$ cat src/design/wft_pkg.sv
// Shared types and constants of the word frequency table.
package wft_pkg;
    localparam int ENTRIES      = 64;
    localparam int MAX_WORD_LEN = 32;
    localparam int IDX_W  = 6;
    localparam int POS_W  = 5;
    localparam int LEN_W  = 6;
    localparam int USED_W = 7;
    localparam int CNT_W  = 16;

    localparam logic [7:0]       CHAR_A    = 8'h61;
    localparam logic [7:0]       CHAR_Z    = 8'h7a;
    localparam logic [CNT_W-1:0] COUNT_MAX = 16'hffff;

    typedef enum logic [1:0] {
        OP_CHAR      = 2'd0,
        OP_READ_CNT  = 2'd1,
        OP_READ_CHAR = 2'd2,
        OP_NONE      = 2'd3
    } t_op;

    typedef enum logic [2:0] {
        ST_NEW       = 3'd0,
        ST_COUNTED   = 3'd1,
        ST_NOT_LOWER = 3'd2,
        ST_FULL      = 3'd3,
        ST_TOO_LONG  = 3'd4,
        ST_READ_OK   = 3'd5,
        ST_BAD_INDEX = 3'd6
    } t_status;

    typedef enum logic [2:0] {
        EM_NOT_LOWER,
        EM_TOO_LONG,
        EM_COUNTED,
        EM_FULL,
        EM_NEW,
        EM_READ,
        EM_BAD
    } t_emit;

    typedef struct packed {
        logic  char_wr;
        logic  latch_req;
        logic  rd_idx;
        logic  rd_k;
        logic  k_clear;
        logic  k_inc;
        logic  hit_write;
        logic  append;
        logic  word_clear;
        logic  emit;
        t_emit emit_kind;
    } t_cmd;

    typedef struct packed {
        logic out_valid;
        logic idx_bad;
        logic all_lower;
        logic overflow;
        logic used_zero;
        logic match;
        logic k_last;
        logic full;
    } t_stat;
endpackage

$ cat src/design/wft_ctrl.sv
// Sequencer for character intake, table search and entry reads.
module wft_ctrl (
    input  logic          i_clk,
    input  logic          i_rst_n,
    input  logic          i_valid,
    input  logic [1:0]    i_opcode,
    input  logic          i_word_end,
    input  wft_pkg::t_stat i_stat,
    output logic          o_ready,
    output wft_pkg::t_cmd  o_cmd
);
    import wft_pkg::*;

    typedef enum logic [2:0] {
        S_IDLE,
        S_RDWAIT,
        S_CHECK,
        S_FETCH,
        S_CMP
    } t_state;

    t_state r_state, n_state;
    logic   accept;

    assign o_ready = (r_state == S_IDLE) && !i_stat.out_valid;
    assign accept  = i_valid && o_ready;

    always_comb begin
        n_state = r_state;
        o_cmd   = '0;
        o_cmd.emit_kind = EM_BAD;
        unique case (r_state)
            S_IDLE: begin
                if (accept) begin
                    unique case (t_op'(i_opcode)) inside
                        OP_CHAR: begin
                            o_cmd.char_wr = 1'b1;
                            if (i_word_end) n_state = S_CHECK;
                        end
                        OP_READ_CNT, OP_READ_CHAR: begin
                            if (i_stat.idx_bad) begin
                                o_cmd.emit = 1'b1;
                                o_cmd.emit_kind = EM_BAD;
                            end else begin
                                o_cmd.latch_req = 1'b1;
                                o_cmd.rd_idx    = 1'b1;
                                n_state = S_RDWAIT;
                            end
                        end
                        default: ;
                    endcase
                end
            end
            S_RDWAIT: begin
                o_cmd.emit = 1'b1;
                o_cmd.emit_kind = EM_READ;
                n_state = S_IDLE;
            end
            S_CHECK: begin
                if (!i_stat.all_lower) begin
                    o_cmd.emit = 1'b1;
                    o_cmd.emit_kind = EM_NOT_LOWER;
                    o_cmd.word_clear = 1'b1;
                    n_state = S_IDLE;
                end else if (i_stat.overflow) begin
                    o_cmd.emit = 1'b1;
                    o_cmd.emit_kind = EM_TOO_LONG;
                    o_cmd.word_clear = 1'b1;
                    n_state = S_IDLE;
                end else if (i_stat.used_zero) begin
                    o_cmd.emit = 1'b1;
                    o_cmd.emit_kind = EM_NEW;
                    o_cmd.append = 1'b1;
                    o_cmd.word_clear = 1'b1;
                    n_state = S_IDLE;
                end else begin
                    o_cmd.k_clear = 1'b1;
                    n_state = S_FETCH;
                end
            end
            S_FETCH: begin
                o_cmd.rd_k = 1'b1;
                n_state = S_CMP;
            end
            S_CMP: begin
                if (i_stat.match) begin
                    o_cmd.emit = 1'b1;
                    o_cmd.emit_kind = EM_COUNTED;
                    o_cmd.hit_write = 1'b1;
                    o_cmd.word_clear = 1'b1;
                    n_state = S_IDLE;
                end else if (i_stat.k_last) begin
                    o_cmd.emit = 1'b1;
                    o_cmd.word_clear = 1'b1;
                    if (i_stat.full) begin
                        o_cmd.emit_kind = EM_FULL;
                    end else begin
                        o_cmd.emit_kind = EM_NEW;
                        o_cmd.append = 1'b1;
                    end
                    n_state = S_IDLE;
                end else begin
                    o_cmd.k_inc = 1'b1;
                    n_state = S_FETCH;
                end
            end
            default: n_state = S_IDLE;
        endcase
    end

    always_ff @(posedge i_clk) begin
        if (!i_rst_n) begin
            r_state <= S_IDLE;
        end else begin
            r_state <= n_state;
        end
    end
endmodule

$ cat config.mk
export PLATFORM = sky130hd
export DESIGN_NAME = wft_ctrl
export DESIGN_NICKNAME = d
export VERILOG_FILES = /design/src/design/wft_pkg.sv /design/src/design/wft_ctrl.sv
export SDC_FILE = /design/constraint.sdc
export NUM_CORES = 1
export LEC_CHECK = 0
export BUFFER_PORTS_ARGS = -buffer_cell sky130_fd_sc_hd__buf_4
export CAP_MARGIN = 5
export CORE_AREA = 2 2 39 41
export DETAILED_ROUTE_END_ITERATION = 16
export DIE_AREA = 0 0 41 43
export HOLD_SLACK_MARGIN = 0.08
export PLACE_DENSITY = 0.74
export SETUP_SLACK_MARGIN = 0.5
export SLEW_MARGIN = 20
export SYNTH_ARGS = -nofsm -noshare
export SYNTH_HDL_FRONTEND = slang
export SYNTH_SLANG_ARGS = --single-unit
$ cat constraint.sdc
create_clock -name i_clk -period 2.3 [get_ports i_clk]
set_clock_uncertainty 0.15 [all_clocks]
set_input_delay 0.115 -clock i_clk [delete_from_list [all_inputs] [get_ports i_clk]]
set_output_delay 0.115 -clock i_clk [all_outputs]
set_load 0.1 [all_outputs]
# --- Word level (Yosys, flattened, before mapping) ---
# Index checks and enable logic that the tools add are counted.
totals:
  ff_bits: 3
  inputBits: 14
  out_inout_bits: 14
  word_cells: 57
classes:
  n_eq_ne: 10
  muxes: 39
  n_reduce_logical: 7
op_table:
  columns: ["cell", "n"]
  rows:
  - ["$mux W3", 9]
  - ["$pmux W4 S4", 1]
  - ["$mux W5", 3]
  - ["$mux W1", 13]
  - ["$mux W4", 3]
  - ["$mux W6", 2]
  - ["$pmux W3 S4", 1]
  - ["$mux W2", 5]
  - ["$eq A3 B2 Y1 const B", 2]
  - ["$ne A3 B3 Y1 const B", 2]
  - ["$pmux W3 S2", 1]
  - ["$pmux W2 S2", 1]
  - ["$reduce_and A4 Y1", 1]
  - ["$eq A3 B1 Y1 const B", 1]
  - ["$eq A3 B3 Y1 const B", 1]
  - ["$logic_not A3 Y1", 1]
  - ["$ne A3 B1 Y1 const B", 1]
  - ["$eq A2 B1 Y1 const B", 1]
  - ["$eq A2 B2 Y1 const B", 1]
  - ["$logic_and A1 B1 Y1", 2]
  - ["$logic_not A2 Y1", 1]
  - ["$ne A2 B2 Y1 const B", 1]
  - ["$reduce_or A2 Y1", 1]
  - ["$logic_not A1 Y1", 1]

# --- Longest topological paths before layout ---
# Gate-level depths: netlist of the first run.
depth:
  depth_word: 5
  ltp_mapped: 5

# --- Least setup slack after synthesis of the first run ---
# No wires, ideal clock.
synth_timing:
  path_type: "reg-to-output"
  start: "register r_state[0]"
  end: "output port o_cmd[1] (netlist name)"
  arrival_time_ns: 2.879
  setup_slack_ns: -0.844
  stages_incl_launch_ff: 4
  path_buffers: 1
  cell_sequence: "dfxtp_1 > buf_2 > nor3_1 > a211oi_1"
synth_lines:
  columns: ["item", "line", "source"]
  rows:
  - ["from (decl)", "wft_ctrl.sv:22", "t_state r_state, n_state;"]
  - ["from (signal assigned)", "wft_ctrl.sv:115", "r_state <= n_state;"]
  - ["to (decl)", "wft_ctrl.sv:10", "output wft_pkg::t_cmd o_cmd"]

==> flow_summary.json, run 1 <==
{
  "status": "complete, no violations",
  "hold_class": "input pin to flip-flop",
  "syn_area_per_cell_sq_um": 7.79,
  "cp-start-kind": "flip-flop",
  "drt-initial-drc-count": 3,
  "syn-cell-area_sq_um": 444,
  "core_area_sq_mm": 0.00138,
  "synth-seq-area-share_pct": 13.5,
  "dieHeight_um": 43,
  "clock_path_buffers": 2,
  "criticalPathCategory": "flip-flop to primary output",
  "drive_above_1_share_pct": 59.1,
  "largest_register_ffs": 3,
  "crit_fanout": 12,
  "synthToLayoutAreaGrowth_pct": 76.6,
  "yosysTopAreaCell": "dfxtp_1",
  "drt-pass1-iter-count": 3,
  "grt_max_degree": 13,
  "synth-main-ff-cell": "dfxtp_1",
  "nets": 104,
  "finalNonFillerCells": 104,
  "antenna_found_initial": 0,
  "required_ns": 2.04,
  "drcViolationCount": 0,
  "synth_nets": 72,
  "path_cells": "nand2b_1 -> o22a_1 -> o21ai_2 -> buf_4",
  "routed_wl_um": 1130,
  "place_ws_ns": 0.432,
  "grt_overflow": 0,
  "portBuffers": 27,
  "p_total_uw": 322,
  "tns_ns": 0,
  "cp_slowest_cell": "dfxtp_4",
  "wl_per_cell_um": 10.8,
  "synth_area_leaders": "dfxtp_1 (14%), nand2b_1 (5.6%), nor3b_2 (5.6%)",
  "worstPathArrival_ns": 1.46,
  "ys_types": 35,
  "crit_buf_inv": 1,
  "netlist_instances": 57,
  "powerDensity_mw_per_mm2": 410,
  "vias": 510,
  "die_area_sq_mm": 0.00176,
  "rsz0062_at_grt": "yes",
  "cts.sinks": 3,
  "critPathMaxStageDelay_ns": 0.38,
  "rows": 14,
  "reg_top3": "r_state (3)",
  "leakagePower_nw": 0.362,
  "fin_area_sq_um": 785,
  "clkTransAtPathRegs_ns": 0.04,
  "grt_pass1_wl_um": 1630,
  "final_max_slew_viol_count": 0,
  "post-route-period-util_pct": 75.1,
  "largest_register": "r_state",
  "final_cell_mix": "buf_4 (25), nand2b_1 (4), inv_1 (4), buf_6 (4)",
  "cts_root_buffer": "clkbuf_4",
  "fin_crit_ns": 1.73,
  "worstSetupEndpointType": "primary output",
  "cts_buffers": 3,
  "numPlacedInstances": 98,
  "drv_cap": 0,
  "start_util_pct": 32.1,
  "relSlewSlack_pct": 76.1,
  "yosysWarnings": 0,
  "fp.dieW_um": 41,
  "cts_max_level": 1,
  "async_flop_share_pct": 0,
  "groute.usage.overall_pct": 13.1,
  "ir_worst_vdd_mv": 0.185,
  "gp_routability_congestion": 0.698,
  "cts_tree": "done",
  "hold_viol_final": 0,
  "clkLatencyLatePin_ns": 0.23,
  "fmax_mhz": 579,
  "ys_ff_latch": 3,
  "setup_viol": 0,
  "worst_pin_slew_ns": 0.355,
  "final_common_cell": "buf_4",
  "postPlaceCellArea_sq_um": 699,
  "critical_path.top_delay_family": "flip-flops",
  "fin_hold_ws_ns": 0.155,
  "fin_util_pct": 56.7,
  "antenna_cells": 0,
  "synth_edf_count": 0,
  "worst_slack_ns": 0.573,
  "grt_pass1_vias": 425,
  "drt.antenna.violating_nets": 0,
  "io_pins": 28,
  "synth_top_area_share_pct": 13.5,
  "viasPerCell": 4.90
}
cells in the mapped netlist (2+ instances only):
master	n
nor3b_2	2
and2_1	2
inv_1	4
and3_1	3
a211oi_1	3
nor2_1	6
nor2b_1	3
dfxtp_1	3
nand2b_1	4
nand2_1	2
worst min-delay path, cell delays in order:
cell and delay [ns]:
buf_4 0.10, nor2b_1 0.07, a41oi_2 0.16, a211oi_1 0.05
final timing paths:
kind | start | endpoint | slack [ns] | cells after the start
hold / removal | i_stat[7] | r_state[1] | 0.16 | 4
setup reg to reg | r_state[0] | r_state[0] | 0.90 | 4
hold reg to reg | r_state[2] | r_state[1] | 0.51 | 3
setup / recovery | r_state[2] | o_cmd[3] | 0.57 | 4
final cells by class:
type	count	area, sq um
Tap cell	16	20.0
Sequential cell	3	66.3
Timing Repair Buffer	30	243
Multi-Input combinational cell	47	414
Inverter	4	15.0
Clock buffer	4	26.3
Fill cell	144	599
repair_timing:
action                                  4_1_cts  5_1_grt
resized for setup                             5        6
hold endpoints to repair                      3        0
hold buffers                                  1        0
buffers inserted                              0        1
endpoints found under the setup margin        6        9
cloned                                        0        0
cell families (layout without fill, tap and decap cells):
group,count (synthesis),after routing,share of synthesized area [%]
adders and majority gates,1,1,2.82
DFF,3,3,13.5
muxes,1,1,2.25
and+or+nand+nor,33,33,50.4
buffers and inverters,7,38,8.73
AOI/OAI and AO/OA,12,12,22.3
metal layers:
metal / vias up / part of all wire, % / global-route usage (%)
li1: 270 / - / -
met1: 218 / 43 / 15.7
met2: 20 / 49 / 21.9
met3: 2 / 6.2 / 3.14
met4: 0 / 0.89 / 4.00
met5: - / 0 / 0
report_power, final:
group          leakage, nW  switching [mW]  total, mW  internal, mW
clock network       0.0150          0.0268     0.0918        0.0650
logic                0.321           0.115      0.172        0.0575
registers           0.0260         0.00493     0.0582        0.0533
total                0.362           0.146      0.322         0.176
Note: power is estimated with default switching activity, not from simulation.
==> inputs of run 2 (changes only) <==
Clock period 2.3 ns to 1.7 ns, I/O delays scaled along.
==> run 2 against run 1 <==
Effect of this change: sequential power up 37%; largest power group unchanged; critical path depth up 1; core utilization up 25 points; worst hold slack better by 0.032 ns; die area unchanged; first-iteration DRC count up 33%; power up 65%; sequential share of layout area down 2.2 points; non-clock buffer count up 7; critical endpoint unchanged; setup slack worse by 0.52 ns.
==> flow_summary.json, run 2 (synthesis results as in run 1) <==
{
  "grt_pass1_vias": 613,
  "die_area_sq_mm": 0.00176,
  "place_ws_ns": 0.142,
  "clock_path_buffers": 2,
  "drive_above_1_share_pct": 77.9,
  "antenna_found_initial": 0,
  "antenna_cells": 0,
  "drcViolationCount": 0,
  "drv_cap": 0,
  "portBuffers": 27,
  "required_ns": 1.46,
  "final_max_slew_viol_count": 0,
  "fin_crit_ns": 1.65,
  "setup_viol": 0,
  "fp.dieW_um": 41,
  "rsz0062_at_grt": "yes",
  "dieHeight_um": 43,
  "hold_viol_final": 0,
  "gp_routability_congestion": 0.695,
  "routed_wl_um": 1840,
  "wl_per_cell_um": 16.6,
  "cts_buffers": 3,
  "fin_hold_ws_ns": 0.187,
  "final_common_cell": "buf_4",
  "io_pins": 28,
  "reg_top3": "r_state (3)",
  "critical_path.top_delay_family": "flip-flops",
  "crit_buf_inv": 2,
  "cts_root_buffer": "clkbuf_4",
  "final_cell_mix": "buf_4 (20), buf_12 (13), nor2_4 (5)",
  "leakagePower_nw": 0.459,
  "core_area_sq_mm": 0.00138,
  "clkTransAtPathRegs_ns": 0.04,
  "nets": 111,
  "ir_worst_vdd_mv": 0.258,
  "cts.sinks": 3,
  "crit_fanout": 6,
  "hold_class": "input pin to flip-flop",
  "worstSetupEndpointType": "primary output",
  "vias": 599,
  "drt.antenna.violating_nets": 0,
  "worst_pin_slew_ns": 0.388,
  "worstPathArrival_ns": 1.41,
  "start_util_pct": 32.1,
  "hpwl_um": 981,
  "powerDensity_mw_per_mm2": 468,
  "finalNonFillerCells": 111,
  "grt_pass1_wl_um": 2730,
  "largest_register_ffs": 3,
  "criticalPathCategory": "flip-flop to primary output",
  "post-route-period-util_pct": 96.9,
  "synthToLayoutAreaGrowth_pct": 155,
  "drt-pass1-iter-count": 4,
  "clkLatencyLatePin_ns": 0.24,
  "cp-start-kind": "flip-flop",
  "cts_max_level": 1,
  "largest_register": "r_state",
  "cts_tree": "done",
  "fmax_mhz": 607,
  "critPathMaxStageDelay_ns": 0.39,
  "numPlacedInstances": 99,
  "rows": 14,
  "cp_slowest_cell": "dfxtp_4",
  "relSlewSlack_pct": 74.1,
  "worst_slack_ns": 0.0521,
  "drt-initial-drc-count": 4,
  "path_cells": "buf_6 -> nand2b_4 -> o22a_4 -> o21ai_4 -> buf_12",
  "grt_overflow": 0,
  "nFillCells": 93,
  "grt_max_degree": 10,
  "groute.usage.overall_pct": 22.7,
  "status": "complete, no violations",
  "viasPerCell": 5.40
}
run 2: path summary, 6_finish.rpt:
check                   from          to  slack, ns  cells after the start
setup / recovery  r_state[2]    o_cmd[3]       0.05                      5
hold / removal     i_stat[7]  r_state[1]       0.19                      4
setup reg to reg  r_state[2]  r_state[0]       0.20                      5
hold reg to reg   r_state[0]  r_state[2]       0.59                      2
run 2: area by class of cell:
type	instances	area, sq um	share of cell area, %
clock buffers	4	26.3	2.32
inverters	4	15.0	1.32
multi-input cells	47	543	47.9
flip-flops and latches	3	71.3	6.29
well taps	16	20.0	1.77
repair buffers	37	458	40.4
run 2: where the power goes:
group / switching (mW) / total [mW] / internal, mW
Clock: 0.0479 / 0.137 / 0.0887
Sequential: 0.00941 / 0.0796 / 0.0702
Combinational: 0.184 / 0.314 / 0.129
run 2: layer usage:
| metal | wire (um) | vias up | global-route usage, % |
|---|---|---|---|
| li1 | - | 288 | - |
| met1 | 741 | 284 | 26.5 |
| met3 | 70 | 2 | 4.19 |
| met2 | 1010 | 25 | 39.1 |
| met4 | 21 | 0 | 7.33 |
| met5 | 0 | - | 0 |
run 2: repair_timing:
item,CTS,global route
hold endpoints to repair,3,0
hold buffers,1,0
resized for setup,54,5
setup endpoints to repair,16,16
setup buffers,5,2
pin swaps,5,9
run 2: worst reg2reg max path, delay by kind of cell, from the launching register on:
family	cells	cell delay [ns]
AO/OA/AOI/OAI	2	0.36
flip-flops	1	0.37
AND/OR/NAND/NOR	1	0.24
buffers and inverters	2	0.29
run 2: stage by stage:
step           cell area, sq um  setup TNS (ns)  total power, mW  util [%]
3_5_place_dp                790               0            0.323      57.1
5_1_grt                    1130               0            0.555      81.9
3_3_place_gp                790               0            0.321      57.1
4_1_cts                    1090               0            0.509      78.8
6_report                   1130               0            0.530      81.9
2_1_floorplan               598         -0.0440            0.265         -
